## src/sv/ctc_pkg.sv

```systemverilog
// ----------------------------------------------------------------------------
// ctc_pkg: shared definitions of the calendar time converter
// Command codes, pipeline depth, reciprocal constants for the constant
// divisions, and the small calendar tables.
// ----------------------------------------------------------------------------
package ctc_pkg;

  // Number of register stages from the input handshake to the result.
  localparam int NumStages = 7;

  typedef logic [NumStages-1:0] stage_vec_t;

  // Direction of one transaction.
  typedef enum logic {
    CMD_TO_DATE = 1'b0,
    CMD_TO_SECS = 1'b1
  } cmd_e;

  // Calendar constants.
  localparam int EpochYear        = 1970;
  localparam int EpochWeekday     = 4;       // 1970-01-01 was a Thursday.
  localparam int LeapsBeforeEpoch = 477;     // Leap years through 1969.
  localparam int CentYearA        = 2000;
  localparam int CentYearB        = 2100;
  localparam int DayOffset        = 719499;
  localparam int YearDays         = 365;
  localparam int WeekDays         = 7;
  localparam int HourSecs         = 3600;
  localparam int MinSecs          = 60;
  localparam int HoursPerDay      = 24;

  // Seconds per day is 675 << 7, so the day count is (t >> 7) / 675.
  // Each quotient below is floor(x * Recip >> Shift), which is at most one
  // short of the true quotient over the operand range, and then corrected.
  localparam int          DayUnits   = 675;
  localparam logic [25:0] DayRecip   = 26'd50903316;
  localparam int          DayShift   = 35;
  localparam logic [15:0] YearRecip  = 16'd45964;
  localparam int          YearShift  = 24;
  localparam logic [16:0] WeekRecip  = 17'd74898;
  localparam int          WeekShift  = 19;
  localparam logic [10:0] HourRecip  = 11'd1165;
  localparam int          HourShift  = 22;
  localparam logic [10:0] MinRecip   = 11'd1092;
  localparam int          MinShift   = 16;
  localparam int          Quad25     = 25;       // floor(y/100) = floor(floor(y/4)/25)
  localparam logic [10:0] Quad25Recip = 11'd1310;
  localparam int          Quad25Shift = 15;

  // Day of year at which a month starts in a common year, by month minus one.
  function automatic logic [8:0] month_start(input logic [3:0] idx);
    logic [8:0] res;
    unique case (idx)
      4'd0:    res = 9'd0;
      4'd1:    res = 9'd31;
      4'd2:    res = 9'd59;
      4'd3:    res = 9'd90;
      4'd4:    res = 9'd120;
      4'd5:    res = 9'd151;
      4'd6:    res = 9'd181;
      4'd7:    res = 9'd212;
      4'd8:    res = 9'd243;
      4'd9:    res = 9'd273;
      4'd10:   res = 9'd304;
      4'd11:   res = 9'd334;
      default: res = 9'd0;
    endcase
    return res;
  endfunction

  // Term (367 * m) / 12 of the March-based day formula.
  function automatic logic [8:0] month_term(input logic [3:0] mon);
    logic [8:0] res;
    unique case (mon)
      4'd0:  res = 9'd0;
      4'd1:  res = 9'd30;
      4'd2:  res = 9'd61;
      4'd3:  res = 9'd91;
      4'd4:  res = 9'd122;
      4'd5:  res = 9'd152;
      4'd6:  res = 9'd183;
      4'd7:  res = 9'd214;
      4'd8:  res = 9'd244;
      4'd9:  res = 9'd275;
      4'd10: res = 9'd305;
      4'd11: res = 9'd336;
      4'd12: res = 9'd367;
      4'd13: res = 9'd397;
      4'd14: res = 9'd428;
      4'd15: res = 9'd458;
      default: res = 9'd0;
    endcase
    return res;
  endfunction

endpackage

```

## src/sv/ctc_to_date.sv

```systemverilog
// ----------------------------------------------------------------------------
// ctc_to_date: seconds to calendar date datapath
// Seven register stages that split a 32-bit second count into year, month,
// day, time of day and weekday, using reciprocal multiplies for divisions.
// ----------------------------------------------------------------------------
module ctc_to_date (
  input  logic               clk_i,
  input  ctc_pkg::stage_vec_t ld_i,
  input  logic [31:0]        epoch_seconds_i,
  output logic [11:0]        year_o,
  output logic [3:0]         month_o,
  output logic [4:0]         day_o,
  output logic [4:0]         hour_o,
  output logic [5:0]         minute_o,
  output logic [5:0]         second_o,
  output logic [2:0]         weekday_o
);

  // Stage 1: estimate the day count from the upper 25 bits of the time.
  logic [24:0] s0_x;
  logic [50:0] s0_prod;
  logic [31:0] s1_time_q;
  logic [15:0] s1_quo_q;

  assign s0_x    = epoch_seconds_i[31:7];
  assign s0_prod = 51'(s0_x) * 51'(ctc_pkg::DayRecip);

  always_ff @(posedge clk_i) begin
    if (ld_i[0]) begin
      s1_time_q <= epoch_seconds_i;
      s1_quo_q  <= s0_prod[ctc_pkg::DayShift+15:ctc_pkg::DayShift];
    end
  end

  // Stage 2: correct the day count and form the seconds within the day.
  logic [24:0] s1_x;
  logic [24:0] s1_qm;
  logic [24:0] s1_r;
  logic [24:0] s1_rsub;
  logic        s1_fix;
  logic [15:0] s2_days_q;
  logic [16:0] s2_rem_q;

  assign s1_x    = s1_time_q[31:7];
  assign s1_qm   = 25'(s1_quo_q) * 25'(ctc_pkg::DayUnits);
  assign s1_r    = s1_x - s1_qm;
  assign s1_rsub = s1_r - 25'(ctc_pkg::DayUnits);
  assign s1_fix  = (s1_r >= 25'(ctc_pkg::DayUnits));

  always_ff @(posedge clk_i) begin
    if (ld_i[1]) begin
      s2_days_q <= s1_quo_q + 16'(s1_fix);
      s2_rem_q  <= {(s1_fix ? s1_rsub[9:0] : s1_r[9:0]), s1_time_q[6:0]};
    end
  end

  // Stage 3: estimate years, weeks and hours.
  logic [31:0] s2_yprod;
  logic [15:0] s2_dw;
  logic [32:0] s2_wprod;
  logic [27:0] s2_hprod;
  logic [15:0] s3_days_q;
  logic [7:0]  s3_yq_q;
  logic [12:0] s3_wq_q;
  logic [16:0] s3_rem_q;
  logic [4:0]  s3_hq_q;

  assign s2_yprod = 32'(s2_days_q) * 32'(ctc_pkg::YearRecip);
  assign s2_dw    = s2_days_q + 16'(ctc_pkg::EpochWeekday);
  assign s2_wprod = 33'(s2_dw) * 33'(ctc_pkg::WeekRecip);
  assign s2_hprod = 28'(s2_rem_q) * 28'(ctc_pkg::HourRecip);

  always_ff @(posedge clk_i) begin
    if (ld_i[2]) begin
      s3_days_q <= s2_days_q;
      s3_yq_q   <= s2_yprod[ctc_pkg::YearShift+7:ctc_pkg::YearShift];
      s3_wq_q   <= s2_wprod[ctc_pkg::WeekShift+12:ctc_pkg::WeekShift];
      s3_rem_q  <= s2_rem_q;
      s3_hq_q   <= s2_hprod[ctc_pkg::HourShift+4:ctc_pkg::HourShift];
    end
  end

  // Stage 4: correct the estimates; keep day within year estimate,
  // weekday, hour and seconds within the hour.
  logic [15:0] s3_dr;
  logic [15:0] s3_drsub;
  logic        s3_fixy;
  logic [15:0] s3_dw;
  logic [15:0] s3_wr;
  logic [15:0] s3_wrsub;
  logic [16:0] s3_hr;
  logic [16:0] s3_hrsub;
  logic        s3_fixh;
  logic [7:0]  s4_yq_q;
  logic [8:0]  s4_dofy_q;
  logic [2:0]  s4_wday_q;
  logic [4:0]  s4_hour_q;
  logic [11:0] s4_rem_q;

  assign s3_dr    = s3_days_q - 16'(s3_yq_q) * 16'(ctc_pkg::YearDays);
  assign s3_drsub = s3_dr - 16'(ctc_pkg::YearDays);
  assign s3_fixy  = (s3_dr >= 16'(ctc_pkg::YearDays));
  assign s3_dw    = s3_days_q + 16'(ctc_pkg::EpochWeekday);
  assign s3_wr    = s3_dw - 16'(s3_wq_q) * 16'(ctc_pkg::WeekDays);
  assign s3_wrsub = s3_wr - 16'(ctc_pkg::WeekDays);
  assign s3_hr    = s3_rem_q - 17'(s3_hq_q) * 17'(ctc_pkg::HourSecs);
  assign s3_hrsub = s3_hr - 17'(ctc_pkg::HourSecs);
  assign s3_fixh  = (s3_hr >= 17'(ctc_pkg::HourSecs));

  always_ff @(posedge clk_i) begin
    if (ld_i[3]) begin
      s4_yq_q   <= s3_yq_q + 8'(s3_fixy);
      s4_dofy_q <= s3_fixy ? s3_drsub[8:0] : s3_dr[8:0];
      s4_wday_q <= (s3_wr >= 16'(ctc_pkg::WeekDays)) ? s3_wrsub[2:0] : s3_wr[2:0];
      s4_hour_q <= s3_hq_q + 5'(s3_fixh);
      s4_rem_q  <= s3_fixh ? s3_hrsub[11:0] : s3_hr[11:0];
    end
  end

  // Stage 5: subtract the leap days since the epoch, estimate the minute.
  logic [11:0] s4_year;
  logic [11:0] s4_prev;
  logic [4:0]  s4_c100;
  logic [2:0]  s4_c400;
  logic [9:0]  s4_leaps;
  logic [22:0] s4_mprod;
  logic [11:0] s5_year_q;
  logic [9:0]  s5_d2_q;
  logic [5:0]  s5_mq_q;
  logic [11:0] s5_rem_q;
  logic [2:0]  s5_wday_q;
  logic [4:0]  s5_hour_q;

  assign s4_year = 12'(ctc_pkg::EpochYear) + 12'(s4_yq_q);
  assign s4_prev = s4_year - 12'd1;

  // Centuries and 400-year periods over the years this path can reach.
  always_comb begin
    priority if (s4_prev >= 12'(ctc_pkg::CentYearB)) begin
      s4_c100 = 5'd21;
      s4_c400 = 3'd5;
    end else if (s4_prev >= 12'(ctc_pkg::CentYearA)) begin
      s4_c100 = 5'd20;
      s4_c400 = 3'd5;
    end else begin
      s4_c100 = 5'd19;
      s4_c400 = 3'd4;
    end
  end

  assign s4_leaps = 10'(s4_prev[11:2]) - 10'(s4_c100) + 10'(s4_c400)
                  - 10'(ctc_pkg::LeapsBeforeEpoch);
  assign s4_mprod = 23'(s4_rem_q) * 23'(ctc_pkg::MinRecip);

  always_ff @(posedge clk_i) begin
    if (ld_i[4]) begin
      s5_year_q <= s4_year;
      s5_d2_q   <= {1'b0, s4_dofy_q} - {4'b0, s4_leaps[5:0]};
      s5_mq_q   <= s4_mprod[ctc_pkg::MinShift+5:ctc_pkg::MinShift];
      s5_rem_q  <= s4_rem_q;
      s5_wday_q <= s4_wday_q;
      s5_hour_q <= s4_hour_q;
    end
  end

  // Stage 6: back off one year when the day count went negative,
  // and finish minute and second.
  logic        s5_neg;
  logic [11:0] s5_year2;
  logic        s5_leap;
  logic [9:0]  s5_d3;
  logic [11:0] s5_mr;
  logic [11:0] s5_mrsub;
  logic        s5_fixm;
  logic [11:0] s6_year_q;
  logic [8:0]  s6_dofy_q;
  logic        s6_leap_q;
  logic [5:0]  s6_min_q;
  logic [5:0]  s6_sec_q;
  logic [4:0]  s6_hour_q;
  logic [2:0]  s6_wday_q;

  assign s5_neg   = s5_d2_q[9];
  assign s5_year2 = s5_neg ? (s5_year_q - 12'd1) : s5_year_q;
  assign s5_leap  = (s5_year2[1:0] == 2'b00) && (s5_year2 != 12'(ctc_pkg::CentYearB));
  assign s5_d3    = s5_neg ? (s5_d2_q + 10'(ctc_pkg::YearDays) + 10'(s5_leap)) : s5_d2_q;
  assign s5_mr    = s5_rem_q - 12'(s5_mq_q) * 12'(ctc_pkg::MinSecs);
  assign s5_mrsub = s5_mr - 12'(ctc_pkg::MinSecs);
  assign s5_fixm  = (s5_mr >= 12'(ctc_pkg::MinSecs));

  always_ff @(posedge clk_i) begin
    if (ld_i[5]) begin
      s6_year_q <= s5_year2;
      s6_dofy_q <= s5_d3[8:0];
      s6_leap_q <= s5_leap;
      s6_min_q  <= s5_mq_q + 6'(s5_fixm);
      s6_sec_q  <= s5_fixm ? s5_mrsub[5:0] : s5_mr[5:0];
      s6_hour_q <= s5_hour_q;
      s6_wday_q <= s5_wday_q;
    end
  end

  // Stage 7: find the month by comparing against the month boundaries.
  logic [3:0] s6_cnt;
  logic [8:0] s6_start;
  logic [8:0] s6_day;

  always_comb begin
    s6_cnt = 4'd0;
    for (int k = 1; k < 12; k++) begin
      if (s6_dofy_q >= ctc_pkg::month_start(4'(k)) + 9'(s6_leap_q && (k >= 2))) begin
        s6_cnt = s6_cnt + 4'd1;
      end
    end
  end

  assign s6_start = ctc_pkg::month_start(s6_cnt) + 9'(s6_leap_q && (s6_cnt >= 4'd2));
  assign s6_day   = s6_dofy_q - s6_start + 9'd1;

  always_ff @(posedge clk_i) begin
    if (ld_i[6]) begin
      year_o    <= s6_year_q;
      month_o   <= s6_cnt + 4'd1;
      day_o     <= s6_day[4:0];
      hour_o    <= s6_hour_q;
      minute_o  <= s6_min_q;
      second_o  <= s6_sec_q;
      weekday_o <= s6_wday_q;
    end
  end

endmodule

```

## src/sv/ctc_to_secs.sv

```systemverilog
// ----------------------------------------------------------------------------
// ctc_to_secs: calendar date to seconds datapath
// Seven register stages that evaluate the March-based day formula and scale
// the day count to seconds, all modulo 2^32.
// ----------------------------------------------------------------------------
module ctc_to_secs (
  input  logic               clk_i,
  input  ctc_pkg::stage_vec_t ld_i,
  input  logic [11:0]        in_year_i,
  input  logic [3:0]         in_month_i,
  input  logic [4:0]         in_day_i,
  input  logic [4:0]         in_hour_i,
  input  logic [5:0]         in_minute_i,
  input  logic [5:0]         in_second_i,
  output logic [31:0]        seconds_o
);

  // Stage 1: move the year start to March. January and February belong
  // to the previous year, which can go to minus one for year zero.
  logic        s0_wrap;
  logic [12:0] s0_ya;
  logic [3:0]  s0_ma;
  logic [12:0] s1_ya_q;
  logic [8:0]  s1_mterm_q;
  logic [9:0]  s1_q4_q;
  logic [4:0]  s1_day_q;
  logic [4:0]  s1_hour_q;
  logic [5:0]  s1_min_q;
  logic [5:0]  s1_sec_q;

  assign s0_wrap = (in_month_i <= 4'd2);
  assign s0_ya   = {1'b0, in_year_i} - 13'(s0_wrap);
  assign s0_ma   = s0_wrap ? (in_month_i + 4'd10) : (in_month_i - 4'd2);

  always_ff @(posedge clk_i) begin
    if (ld_i[0]) begin
      s1_ya_q    <= s0_ya;
      s1_mterm_q <= ctc_pkg::month_term(s0_ma);
      // Truncation toward zero leaves no leap years for year minus one.
      s1_q4_q    <= s0_ya[12] ? 10'd0 : s0_ya[11:2];
      s1_day_q   <= in_day_i;
      s1_hour_q  <= in_hour_i;
      s1_min_q   <= in_minute_i;
      s1_sec_q   <= in_second_i;
    end
  end

  // Stage 2: estimate the century count from the four-year count.
  logic [20:0] s1_cprod;
  logic [12:0] s2_ya_q;
  logic [8:0]  s2_mterm_q;
  logic [9:0]  s2_q4_q;
  logic [5:0]  s2_c100_q;
  logic [4:0]  s2_day_q;
  logic [4:0]  s2_hour_q;
  logic [5:0]  s2_min_q;
  logic [5:0]  s2_sec_q;

  assign s1_cprod = 21'(s1_q4_q) * 21'(ctc_pkg::Quad25Recip);

  always_ff @(posedge clk_i) begin
    if (ld_i[1]) begin
      s2_ya_q    <= s1_ya_q;
      s2_mterm_q <= s1_mterm_q;
      s2_q4_q    <= s1_q4_q;
      s2_c100_q  <= s1_cprod[ctc_pkg::Quad25Shift+5:ctc_pkg::Quad25Shift];
      s2_day_q   <= s1_day_q;
      s2_hour_q  <= s1_hour_q;
      s2_min_q   <= s1_min_q;
      s2_sec_q   <= s1_sec_q;
    end
  end

  // Stage 3: correct the century count and form the leap-year count.
  logic [9:0]  s2_cr;
  logic [5:0]  s2_c100;
  logic [12:0] s3_ya_q;
  logic [8:0]  s3_mterm_q;
  logic [9:0]  s3_leaps_q;
  logic [4:0]  s3_day_q;
  logic [4:0]  s3_hour_q;
  logic [5:0]  s3_min_q;
  logic [5:0]  s3_sec_q;

  assign s2_cr   = s2_q4_q - 10'(s2_c100_q) * 10'(ctc_pkg::Quad25);
  assign s2_c100 = s2_c100_q + 6'(s2_cr >= 10'(ctc_pkg::Quad25));

  always_ff @(posedge clk_i) begin
    if (ld_i[2]) begin
      s3_ya_q    <= s2_ya_q;
      s3_mterm_q <= s2_mterm_q;
      s3_leaps_q <= s2_q4_q - 10'(s2_c100) + 10'(s2_c100[5:2]);
      s3_day_q   <= s2_day_q;
      s3_hour_q  <= s2_hour_q;
      s3_min_q   <= s2_min_q;
      s3_sec_q   <= s2_sec_q;
    end
  end

  // Stage 4: day count since the epoch, modulo 2^32.
  logic [31:0] s3_yext;
  logic [31:0] s3_ydays;
  logic [31:0] s4_days_q;
  logic [4:0]  s4_hour_q;
  logic [5:0]  s4_min_q;
  logic [5:0]  s4_sec_q;

  assign s3_yext  = {{19{s3_ya_q[12]}}, s3_ya_q};
  assign s3_ydays = s3_yext * 32'(ctc_pkg::YearDays);

  always_ff @(posedge clk_i) begin
    if (ld_i[3]) begin
      s4_days_q <= 32'(s3_leaps_q) + 32'(s3_mterm_q) + 32'(s3_day_q) + s3_ydays
                 - 32'(ctc_pkg::DayOffset);
      s4_hour_q <= s3_hour_q;
      s4_min_q  <= s3_min_q;
      s4_sec_q  <= s3_sec_q;
    end
  end

  // Stage 5: hours.
  logic [31:0] s5_acc_q;
  logic [5:0]  s5_min_q;
  logic [5:0]  s5_sec_q;

  always_ff @(posedge clk_i) begin
    if (ld_i[4]) begin
      s5_acc_q <= s4_days_q * 32'(ctc_pkg::HoursPerDay) + 32'(s4_hour_q);
      s5_min_q <= s4_min_q;
      s5_sec_q <= s4_sec_q;
    end
  end

  // Stage 6: minutes.
  logic [31:0] s6_acc_q;
  logic [5:0]  s6_sec_q;

  always_ff @(posedge clk_i) begin
    if (ld_i[5]) begin
      s6_acc_q <= s5_acc_q * 32'(ctc_pkg::MinSecs) + 32'(s5_min_q);
      s6_sec_q <= s5_sec_q;
    end
  end

  // Stage 7: seconds.
  always_ff @(posedge clk_i) begin
    if (ld_i[6]) begin
      seconds_o <= s6_acc_q * 32'(ctc_pkg::MinSecs) + 32'(s6_sec_q);
    end
  end

endmodule

```

## src/sv/calendar_time_converter.sv

```systemverilog
// ----------------------------------------------------------------------------
// calendar_time_converter: seconds since 1970 to and from a Gregorian date
// The result comes from a seven-stage pipeline; one transaction can be
// accepted every cycle unless a stalled output backs up to the input stage.
// A stalled output holds its stage, and bubbles in the pipeline still fill.
// Reset clears only the stage valid bits; there is no clearing pass.
// ----------------------------------------------------------------------------
module calendar_time_converter (
  input  logic        clk_i,
  input  logic        rst_ni,
  input  logic        in_valid_i,
  output logic        in_stall_o,
  input  logic        command_i,
  input  logic [31:0] epoch_seconds_i,
  input  logic [11:0] in_year_i,
  input  logic [3:0]  in_month_i,
  input  logic [4:0]  in_day_i,
  input  logic [4:0]  in_hour_i,
  input  logic [5:0]  in_minute_i,
  input  logic [5:0]  in_second_i,
  output logic        out_valid_o,
  input  logic        out_stall_i,
  output logic [31:0] out_seconds_o,
  output logic [11:0] out_year_o,
  output logic [3:0]  out_month_o,
  output logic [4:0]  out_day_o,
  output logic [4:0]  out_hour_o,
  output logic [5:0]  out_minute_o,
  output logic [5:0]  out_second_o,
  output logic [2:0]  out_weekday_o
);

  localparam int LastStage = ctc_pkg::NumStages - 1;

  ctc_pkg::stage_vec_t valid_q;
  ctc_pkg::stage_vec_t cmd_q;
  ctc_pkg::stage_vec_t ready;
  ctc_pkg::stage_vec_t up_valid;
  ctc_pkg::stage_vec_t up_cmd;
  ctc_pkg::stage_vec_t ld;

  // A stage can take new data when it is empty or its contents move on.
  always_comb begin
    ready[LastStage] = !valid_q[LastStage] || !out_stall_i;
    for (int k = LastStage - 1; k >= 0; k--) begin
      ready[k] = !valid_q[k] || ready[k+1];
    end
  end

  assign up_valid = {valid_q[LastStage-1:0], in_valid_i};
  assign up_cmd   = {cmd_q[LastStage-1:0], command_i};
  assign ld       = ready & up_valid;

  // Stage valid bits.
  always_ff @(posedge clk_i or negedge rst_ni) begin
    if (!rst_ni) begin
      valid_q <= '0;
    end else begin
      for (int k = 0; k < ctc_pkg::NumStages; k++) begin
        if (ready[k]) begin
          valid_q[k] <= up_valid[k];
        end
      end
    end
  end

  // The command of each transaction travels with its stage.
  always_ff @(posedge clk_i) begin
    for (int k = 0; k < ctc_pkg::NumStages; k++) begin
      if (ld[k]) begin
        cmd_q[k] <= up_cmd[k];
      end
    end
  end

  // Both directions run side by side; the command picks the result.
  logic [31:0] secs;
  logic [11:0] year;
  logic [3:0]  month;
  logic [4:0]  day;
  logic [4:0]  hour;
  logic [5:0]  minute;
  logic [5:0]  second;
  logic [2:0]  weekday;

  ctc_to_date u_to_date (
    .clk_i           (clk_i),
    .ld_i            (ld),
    .epoch_seconds_i (epoch_seconds_i),
    .year_o          (year),
    .month_o         (month),
    .day_o           (day),
    .hour_o          (hour),
    .minute_o        (minute),
    .second_o        (second),
    .weekday_o       (weekday)
  );

  ctc_to_secs u_to_secs (
    .clk_i       (clk_i),
    .ld_i        (ld),
    .in_year_i   (in_year_i),
    .in_month_i  (in_month_i),
    .in_day_i    (in_day_i),
    .in_hour_i   (in_hour_i),
    .in_minute_i (in_minute_i),
    .in_second_i (in_second_i),
    .seconds_o   (secs)
  );

  // Fields of the direction not chosen read as zero.
  logic sel_secs;

  assign sel_secs      = (cmd_q[LastStage] == ctc_pkg::CMD_TO_SECS);
  assign out_seconds_o = sel_secs ? secs : '0;
  assign out_year_o    = sel_secs ? '0 : year;
  assign out_month_o   = sel_secs ? '0 : month;
  assign out_day_o     = sel_secs ? '0 : day;
  assign out_hour_o    = sel_secs ? '0 : hour;
  assign out_minute_o  = sel_secs ? '0 : minute;
  assign out_second_o  = sel_secs ? '0 : second;
  assign out_weekday_o = sel_secs ? '0 : weekday;

  assign out_valid_o = valid_q[LastStage];
  assign in_stall_o  = !ready[0];

  // A full pipeline behind a stalled output must push back on the input.
  assert property (@(posedge clk_i) disable iff (!rst_ni)
    ((&valid_q) && out_stall_i) |-> in_stall_o)
    else $error("input not stalled while pipeline full and output stalled");

  // An accepted transaction occupies the first stage on the next cycle.
  assert property (@(posedge clk_i) disable iff (!rst_ni)
    (in_valid_i && !in_stall_o) |=> valid_q[0])
    else $error("accepted transaction lost at first stage");

  // A date result always carries a real month, day and weekday.
  assert property (@(posedge clk_i) disable iff (!rst_ni)
    (out_valid_o && !sel_secs) |->
      (out_month_o >= 4'd1 && out_month_o <= 4'd12 && out_day_o != 5'd0
       && out_weekday_o <= 3'd6))
    else $error("date result out of range");

endmodule
```

## config.mk

```make
export PLATFORM = sky130hd
export DESIGN_NAME = calendar_time_converter
export DESIGN_NICKNAME = d
export VERILOG_FILES = /design/src/sv/ctc_pkg.sv /design/src/sv/ctc_to_date.sv /design/src/sv/ctc_to_secs.sv /design/src/sv/calendar_time_converter.sv
export SDC_FILE = /design/constraint.sdc
export NUM_CORES = 2
export LEC_CHECK = 0
export ABC_CLOCK_PERIOD_IN_PS = 10100
export BUFFER_PORTS_ARGS = -buffer_cell sky130_fd_sc_hd__buf_4
export CORE_MARGIN = 4
export CORE_UTILIZATION = 25
export CTS_BUF_LIST = sky130_fd_sc_hd__clkbuf_16
export CTS_CLUSTER_SIZE = 28
export DETAILED_ROUTE_END_ITERATION = 10
export SETUP_SLACK_MARGIN = 0.02
export SLEW_MARGIN = 20
export SYNTH_ARGS = -nofsm -noshare
export SYNTH_HDL_FRONTEND = slang
export SYNTH_SLANG_ARGS = --single-unit
```

## constraint.sdc

```tcl
create_clock -name clk_i -period 10.1 [get_ports clk_i]
set_clock_uncertainty 0.1 [all_clocks]
set_input_delay 1.01 -clock clk_i [delete_from_list [all_inputs] [get_ports clk_i]]
set_output_delay 1.01 -clock clk_i [all_outputs]
set_load 0.02 [all_outputs]
```

Word level (Yosys, flattened, before mapping)
Memory sizes are Yosys's and may differ from the RTL's. A register that Yosys moved wholly into a read port is not among the register bits.
Index checks and enable logic that the tools add are counted.
- bits in registers: 644
- memories: 2
- ROM bits: 288
- output and inout bits: 75
- word-level logic and storage cells: 233
- input port bits: 75
- memories (name ; depth ; bits a word ; read ports ; clocked after memory_dff ; wr ports ; line ; source):
    (no name shown) ; 16 ; 9 ; 1 ; 0 ; 0 ; ctc_pkg.sv:53 ; unique case (idx)
    (no name shown) ; 16 ; 9 ; 1 ; 1 ; 0 ; ctc_pkg.sv:74 ; unique case (mon)
- bitwise logic cells: 1
- multipliers: 16
- muxes and demuxes: 31
- add/sub/neg operators: 63
- order comparisons: 21
- eq/ne operators: 1
- reductions and logical operators: 19
- operator list (kind ; count):
    32-bit by 5-bit adder with 32-bit output ; 2
    32-bit by 6-bit adder with 32-bit output ; 2
    32-bit by 4-bit multiplier with 30-bit output, second input constant ; 2
    9-bit greater-or-equal comparator ; 7
    25-bit by 24-bit multiplier with 49-bit output, second input constant ; 1
    4-bit 2-to-1 mux ; 12
    4-bit by 1-bit adder with 4-bit output, second input constant ; 10
    8-bit by 1-bit adder with 9-bit output, first input constant ; 4
    12-bit 2-to-1 mux ; 3
    16-bit by 3-bit adder with 16-bit output, second input constant ; 2
    32-bit adder ; 1
    32-bit by 2-bit multiplier with 29-bit output, second input constant ; 1
    32-bit 2-to-1 mux ; 1
    16-bit subtractor ; 2
    32-bit by 20-bit subtractor with 32-bit output, second input constant ; 1
    16-bit by 16-bit multiplier with 31-bit output, second input constant ; 1
    16-bit by 14-bit multiplier with 30-bit output, second input constant ; 1
    9-bit by 1-bit adder with 9-bit output, first input constant ; 3
    17-bit by 11-bit multiplier with 27-bit output, second input constant ; 1
    25-bit by 10-bit greater-or-equal comparator with 1-bit output, second input constant ; 1
    16-bit by 10-bit multiplier with 25-bit output, second input constant ; 1
    25-bit subtractor ; 1
    12-bit by 1-bit subtractor with 12-bit output, second input constant ; 2
    13-bit by 10-bit multiplier with 23-bit output, second input constant ; 1
    61 further kinds ; 89

Logic depth before layout (Yosys ltp)
- depth in word-level cells: 27
- depth in mapped cells: 52
- gate-level depth less buffers: 52

By module
Synthesis repeated with hierarchy kept, for this count alone.
- cells, all modules: 5926
- area total of the unflattened synthesis: 67209.5 um2
- by module, submodules not included (module ; instances ; cells an instance ; area an instance (um2)):
    ctc_to_date ; 1 ; 3681 ; 40762.8
    ctc_to_secs ; 1 ; 2129 ; 25406.9
    calendar_time_converter ; 1 ; 116 ; 1039.7

Worst setup path after synthesis
No wires, ideal clock.
- path kind: register to register
- start: register u_to_date.s6_leap_q
- end: register u_to_date.day_o[4] (data pin)
- setup time: 275 ps
- stages on the path, launching flop included: 52
- arrival time: 9058 ps
- data required time: 9725 ps
- path slack: 667 ps
- period minus slack after synthesis: 9433 ps
- cell sequence: edfxtp_1 -> inv_1 -> ha_1 -> nand2b_1 -> a21o_1 -> a21oi_1 -> o21ai_0 -> inv_1 -> ha_1 -> inv_1 -> nor4_1 -> a211oi_2 -> inv_1 -> ha_1 -> nand2_1 -> o31ai_1 -> ha_1 -> nand2b_1 -> (+16 left out) -> ha_1 -> mux2i_1 -> inv_1 -> ha_1 -> ha_1 -> mux2_4 -> ha_1 -> inv_1 -> ha_1 -> ha_1 -> a21oi_1 -> xnor2_1 -> inv_1 -> nand3_1 -> or3_1 -> a2bb2oi_1 -> a311oi_1 -> o2111ai_1
- word-level cells in the longest chain between the ends: 26
- elaborated cells between the ends (all ways): 45
- RTL lines (what ; line ; source):
    from (decl) ; ctc_to_date.sv:177 ; logic s6_leap_q;
    from (signal assigned) ; ctc_to_date.sv:195 ; s6_leap_q <= s5_leap;
    6-bit by 1-bit adder with 7-bit output ; ctc_to_date.sv:211 ; if (s6_dofy_q >= ctc_pkg::month_start(4'(k)) + 9'(s6_leap_q && (k >= 2))) begin
    9-bit by 7-bit greater-or-equal comparator with 1-bit output ; ctc_to_date.sv:211 ;
    4-bit 2-to-1 mux ; ctc_to_date.sv:211 ;
    4-bit by 1-bit adder with 4-bit output ; ctc_to_date.sv:212 ; s6_cnt = s6_cnt + 4'd1;
    4-bit 2-to-1 mux ; ctc_to_date.sv:211 ;
    4-bit by 1-bit adder with 4-bit output ; ctc_to_date.sv:212 ;
    4-bit 2-to-1 mux ; ctc_to_date.sv:211 ;
    4-bit by 1-bit adder with 4-bit output ; ctc_to_date.sv:212 ;
    (+11 left out) ; - ;
    4-bit by 1-bit adder with 4-bit output ; ctc_to_date.sv:212 ;
    4-bit 2-to-1 mux ; ctc_to_date.sv:211 ;
    4-bit by 2-bit greater-or-equal comparator with 1-bit output ; ctc_to_date.sv:217 ; assign s6_start = ctc_pkg::month_start(s6_cnt) + 9'(s6_leap_q && (s6_cnt >= 4'd2));
    1-bit logical AND ; ctc_to_date.sv:217 ;
    5-bit by 1-bit adder with 5-bit output * ; ctc_to_date.sv:217 ;
    5-bit subtractor * ; ctc_to_date.sv:218 ; assign s6_day = s6_dofy_q - s6_start + 9'd1;
    5-bit by 1-bit adder with 5-bit output * ; ctc_to_date.sv:218 ;
    net u_to_date.s6_day[4] ; ctc_to_date.sv:206 ; logic [8:0] s6_day;
    to (signal assigned) ; ctc_to_date.sv:224 ; day_o <= s6_day[4:0];
    to (decl) ; ctc_to_date.sv:12 ; output logic [4:0] day_o,
Mark *: on every way through the listed nets, which the timed path passes. The rest lies on a longest branch.
A chain may end at the register's enable or synchronous reset.

Worst setup path in the final report
- start: register u_to_date.s6_dofy_q[7]
- end: register u_to_date.day_o[4] (data pin)
- word-level cells in the longest chain between the ends: 27
- elaborated cells between the ends (all ways): 38
- RTL lines (what ; line ; source):
    from (decl) ; ctc_to_date.sv:176 ; logic [8:0] s6_dofy_q;
    from (signal assigned) ; ctc_to_date.sv:194 ; s6_dofy_q <= s5_d3[8:0];
    9-bit by 5-bit greater-or-equal comparator with 1-bit output ; ctc_to_date.sv:211 ;
    1-bit 2-to-1 mux ; ctc_to_date.sv:211 ;
    1-bit by 1-bit adder with 2-bit output ; ctc_to_date.sv:212 ;
    4-bit 2-to-1 mux ; ctc_to_date.sv:211 ;
    4-bit by 1-bit adder with 4-bit output ; ctc_to_date.sv:212 ;
    4-bit 2-to-1 mux ; ctc_to_date.sv:211 ;
    4-bit by 1-bit adder with 4-bit output ; ctc_to_date.sv:212 ;
    4-bit 2-to-1 mux ; ctc_to_date.sv:211 ;
    (+12 left out) ; - ;
    4-bit by 1-bit adder with 4-bit output ; ctc_to_date.sv:212 ;
    4-bit 2-to-1 mux * ; ctc_to_date.sv:211 ;
    4-bit by 2-bit greater-or-equal comparator with 1-bit output ; ctc_to_date.sv:217 ;
    1-bit logical AND ; ctc_to_date.sv:217 ;
    5-bit by 1-bit adder with 5-bit output * ; ctc_to_date.sv:217 ;
    5-bit subtractor * ; ctc_to_date.sv:218 ;
    5-bit by 1-bit adder with 5-bit output * ; ctc_to_date.sv:218 ;
    net u_to_date.s6_day[4] ; ctc_to_date.sv:206 ;
Marked as above.

==> flow_summary.yaml <==
run_status:
  status: "completed"
setup_path:
  cp_slowest_cell: "a311oi_1"
  slowest_delay_ns: 0.55
  reg2reg_from: "u_to_date.s6_dofy_q[7]"
  cp_top_family: "adder cells"
  cp-startpoint: "u_to_date.s6_dofy_q[7]"
  path_class: "flop to flop"
  worstPathRequired_ns: 10.38
  crit_buf_inv: 5
  crit_arrival_ns: 9.85
  end_kind: "flop"
  critPathLaunchType: "flop"
  crit_top_cell: "ha_1"
  path_max_fanout: 7
final_layout:
  multi_input_area_sq_um: 43700
  final_cell_mix: "1274 x ha_1, 1014 x inv_1, 633 x edfxtp_1, 620 x fa_1, 306 x xnor2_1"
  fill_cells: 27400
  final_common_cell: "ha_1"
  final_core_util_pct: 28.3
  regArea_sq_um: 19200
  area_delta_synth_final_pct: 12.7
  drive_above_1_share_pct: 6.49
  final_nets: 8122
  final_area_sq_um: 75100
detailed_routing:
  drt-pass1-iter-count: 6
  drt_wl_total_microns: 134000
  num_vias: 41800
  routed_via_density: 4.29
  drtIter0Drc: 1596
  drc_errors: 0
  final_antenna_net_count: 0
  wire_per_inst_microns: 13.7
floorplanning:
  core_sq_um: 265000
  io_pins: 150
  start_util_pct: 25.1
  die-height_microns: 524
  die_x_microns: 524
  rows: 189
  dieArea_sq_um: 275000
synth:
  ys_seq_area_share_pct: 28.8
  ys.flop_type: "edfxtp_1"
  synth-seq-cells: 640
  syn_area_per_cell_sq_um: 11.3
  netlist_area_sq_um: 66700
  synth.distinct_cells: 91
  ys_warn_count: 0
  synthArstFlopShare_pct: 1.09
  postSynthCellCount: 5914
  syn_nets: 7887
  synth_edf_count: 633
grt:
  grt_pass1_vias: 43800
  gr-total-overflow: 0
  grt_pass1_wl_microns: 223000
  use_met2_pct: 16.6
  grtUsageMet3_pct: 1.06
  top_usage_layer: "met2"
  grtUsageMet1_pct: 13.1
  antenna_found_initial: 4
  track_usage_pct: 9.73
  grt_max_degree: 78
timing:
  slew-limit-headroom_pct: 28.0
  worstMarginPinSlew_ns: 1.08
  finalSetupViolCount: 0
  finalMaxSlewViolations: 0
  min_period_over_period_pct: 94.7
  finalHoldViolations: 0
  fmax_mhz: 105
  final.min_clock_period_ns: 9.57
  fin_tns_setup_ns: 0
  final.setup.worst_slack_ns: 0.533
placement:
  hpwl_microns: 110000
  pre_cts_slack_ns: 0.0894
  port_buffers: 149
  placed_area_sq_um: 72400
  place_congestion: 0.862
cts:
  cts-buffers-inserted: 80
  cts_tree: "done"
  cts_sinks: 640
  htree_num_levels: 3
  cts_root_buffer: "clkbuf_16"
  clockBufferDepth: 3
  clk_pin_slew_worst_paths_ns: 0.06
  clk_latency_ns: 0.67
min_path:
  min_path_type: "flop to flop"
  hp-start: "u_to_secs.s4_min_q[4]"
job:
  max-cap-violations: 0
==> final cells by class <==
cell class	instances	share of cell area [%]
Multi-Input combinational cell	4226	58.1
Clock inverter	63	0.746
Timing Repair Buffer	194	1.97
Clock buffer	81	2.70
Antenna cell	2	0.00666
Tap cell	3533	5.88
Inverter	1007	5.03
Sequential cell	640	25.5
==> Yosys cell counts, drive strengths merged (44+ instances only) <==
cell type | n | share of area (%)
a21o | 120 | 1.4
nand2 | 202 | 1.1
ha | 1278 | 24
edfxtp | 633 | 29
nor2b | 108 | 1.0
o21ai | 148 | 1.1
nand3 | 93 | 0.70
and2 | 60 | 0.56
fa | 620 | 19
a21oi | 215 | 1.6
nor2 | 224 | 1.3
xnor2 | 310 | 4.1
nor3 | 78 | 0.59
xor2 | 142 | 1.9
nand2b | 44 | 0.41
inv | 1007 | 5.7
==> flip-flops by register name (all words and copies together), names as in the netlist, 10 cells and up <==
| signal | flops |
|---|---|
| u_to_secs.s2_ya_q | 13 |
| u_to_date.s1_quo_q | 16 |
| u_to_secs.s3_leaps_q | 10 |
| u_to_date.s5_d2_q | 10 |
| u_to_date.s5_rem_q | 12 |
| u_to_secs.s6_acc_q | 30 |
| u_to_secs.seconds_o | 32 |
| u_to_date.s4_rem_q | 12 |
| u_to_date.s3_rem_q | 17 |
| u_to_secs.s4_days_q | 25 |
| u_to_date.s6_year_q | 12 |
| u_to_date.year_o | 12 |
| u_to_secs.s1_ya_q | 13 |
| u_to_secs.s5_acc_q | 28 |
| u_to_date.s2_days_q | 16 |
| u_to_date.s2_rem_q | 17 |
| u_to_secs.s2_q4_q | 10 |
| u_to_date.s1_time_q | 32 |
| u_to_date.s3_days_q | 16 |
| u_to_secs.s1_q4_q | 10 |
| u_to_date.s5_year_q | 12 |
| u_to_secs.s3_ya_q | 13 |
| u_to_date.s3_wq_q | 13 |
==> worst paths after layout <==
check,endpoint,slack (ns),cells after the start
worst max-delay path,u_to_date.day_o[4],0.53,46
worst max register to register,u_to_date.day_o[4],0.53,46
max in group asynchronous,valid_q[5],9.12,2
min in group asynchronous,valid_q[0],0.65,2
worst min-delay path,u_to_secs.s5_min_q[4],0.31,0
worst min register to register,u_to_secs.s5_min_q[4],0.31,0
==> cells by family (layout without fill, tap and decap cells) <==
logic type	Yosys count	in the layout	share of synthesized area, %
DFF	640	640	28.8
buffers and inverters	1048	1345	5.92
other	0	2	0
and+or+nand+nor	1023	1023	7.93
xor gates and xnor gates	455	455	6.12
adders and majority gates	1899	1899	42.6
muxes	31	31	0.526
AOI/OAI and AO/OA	818	818	8.11
==> metal layers <==
metal  routed length, microns  vias up
met3                     3370      139
met1                    63700    20300
met4                     3110        0
met2                    63500      483
met5                        0        -
li1                         -    20900
==> metrics by stage <==
step                      instances  hold WS [ns]
after global routing           9744         0.316
after detailed placement       9593         0.305
after global placement         9593         0.305
after CTS                      9738         0.288
after floorplan                5914         0.300
final                          9746         0.305
==> timing repair <==
item / 4_1_cts / 5_1_grt
hold buffers: 1 / 0
setup buffers: 0 / 5
endpoints found under the setup margin: 0 / 1
gates resized for setup: 0 / 19
hold endpoints to repair: 7 / 0
Power is not shown: default switching activity piles up to over one toggle a cycle in this logic, so the estimate is an artifact.
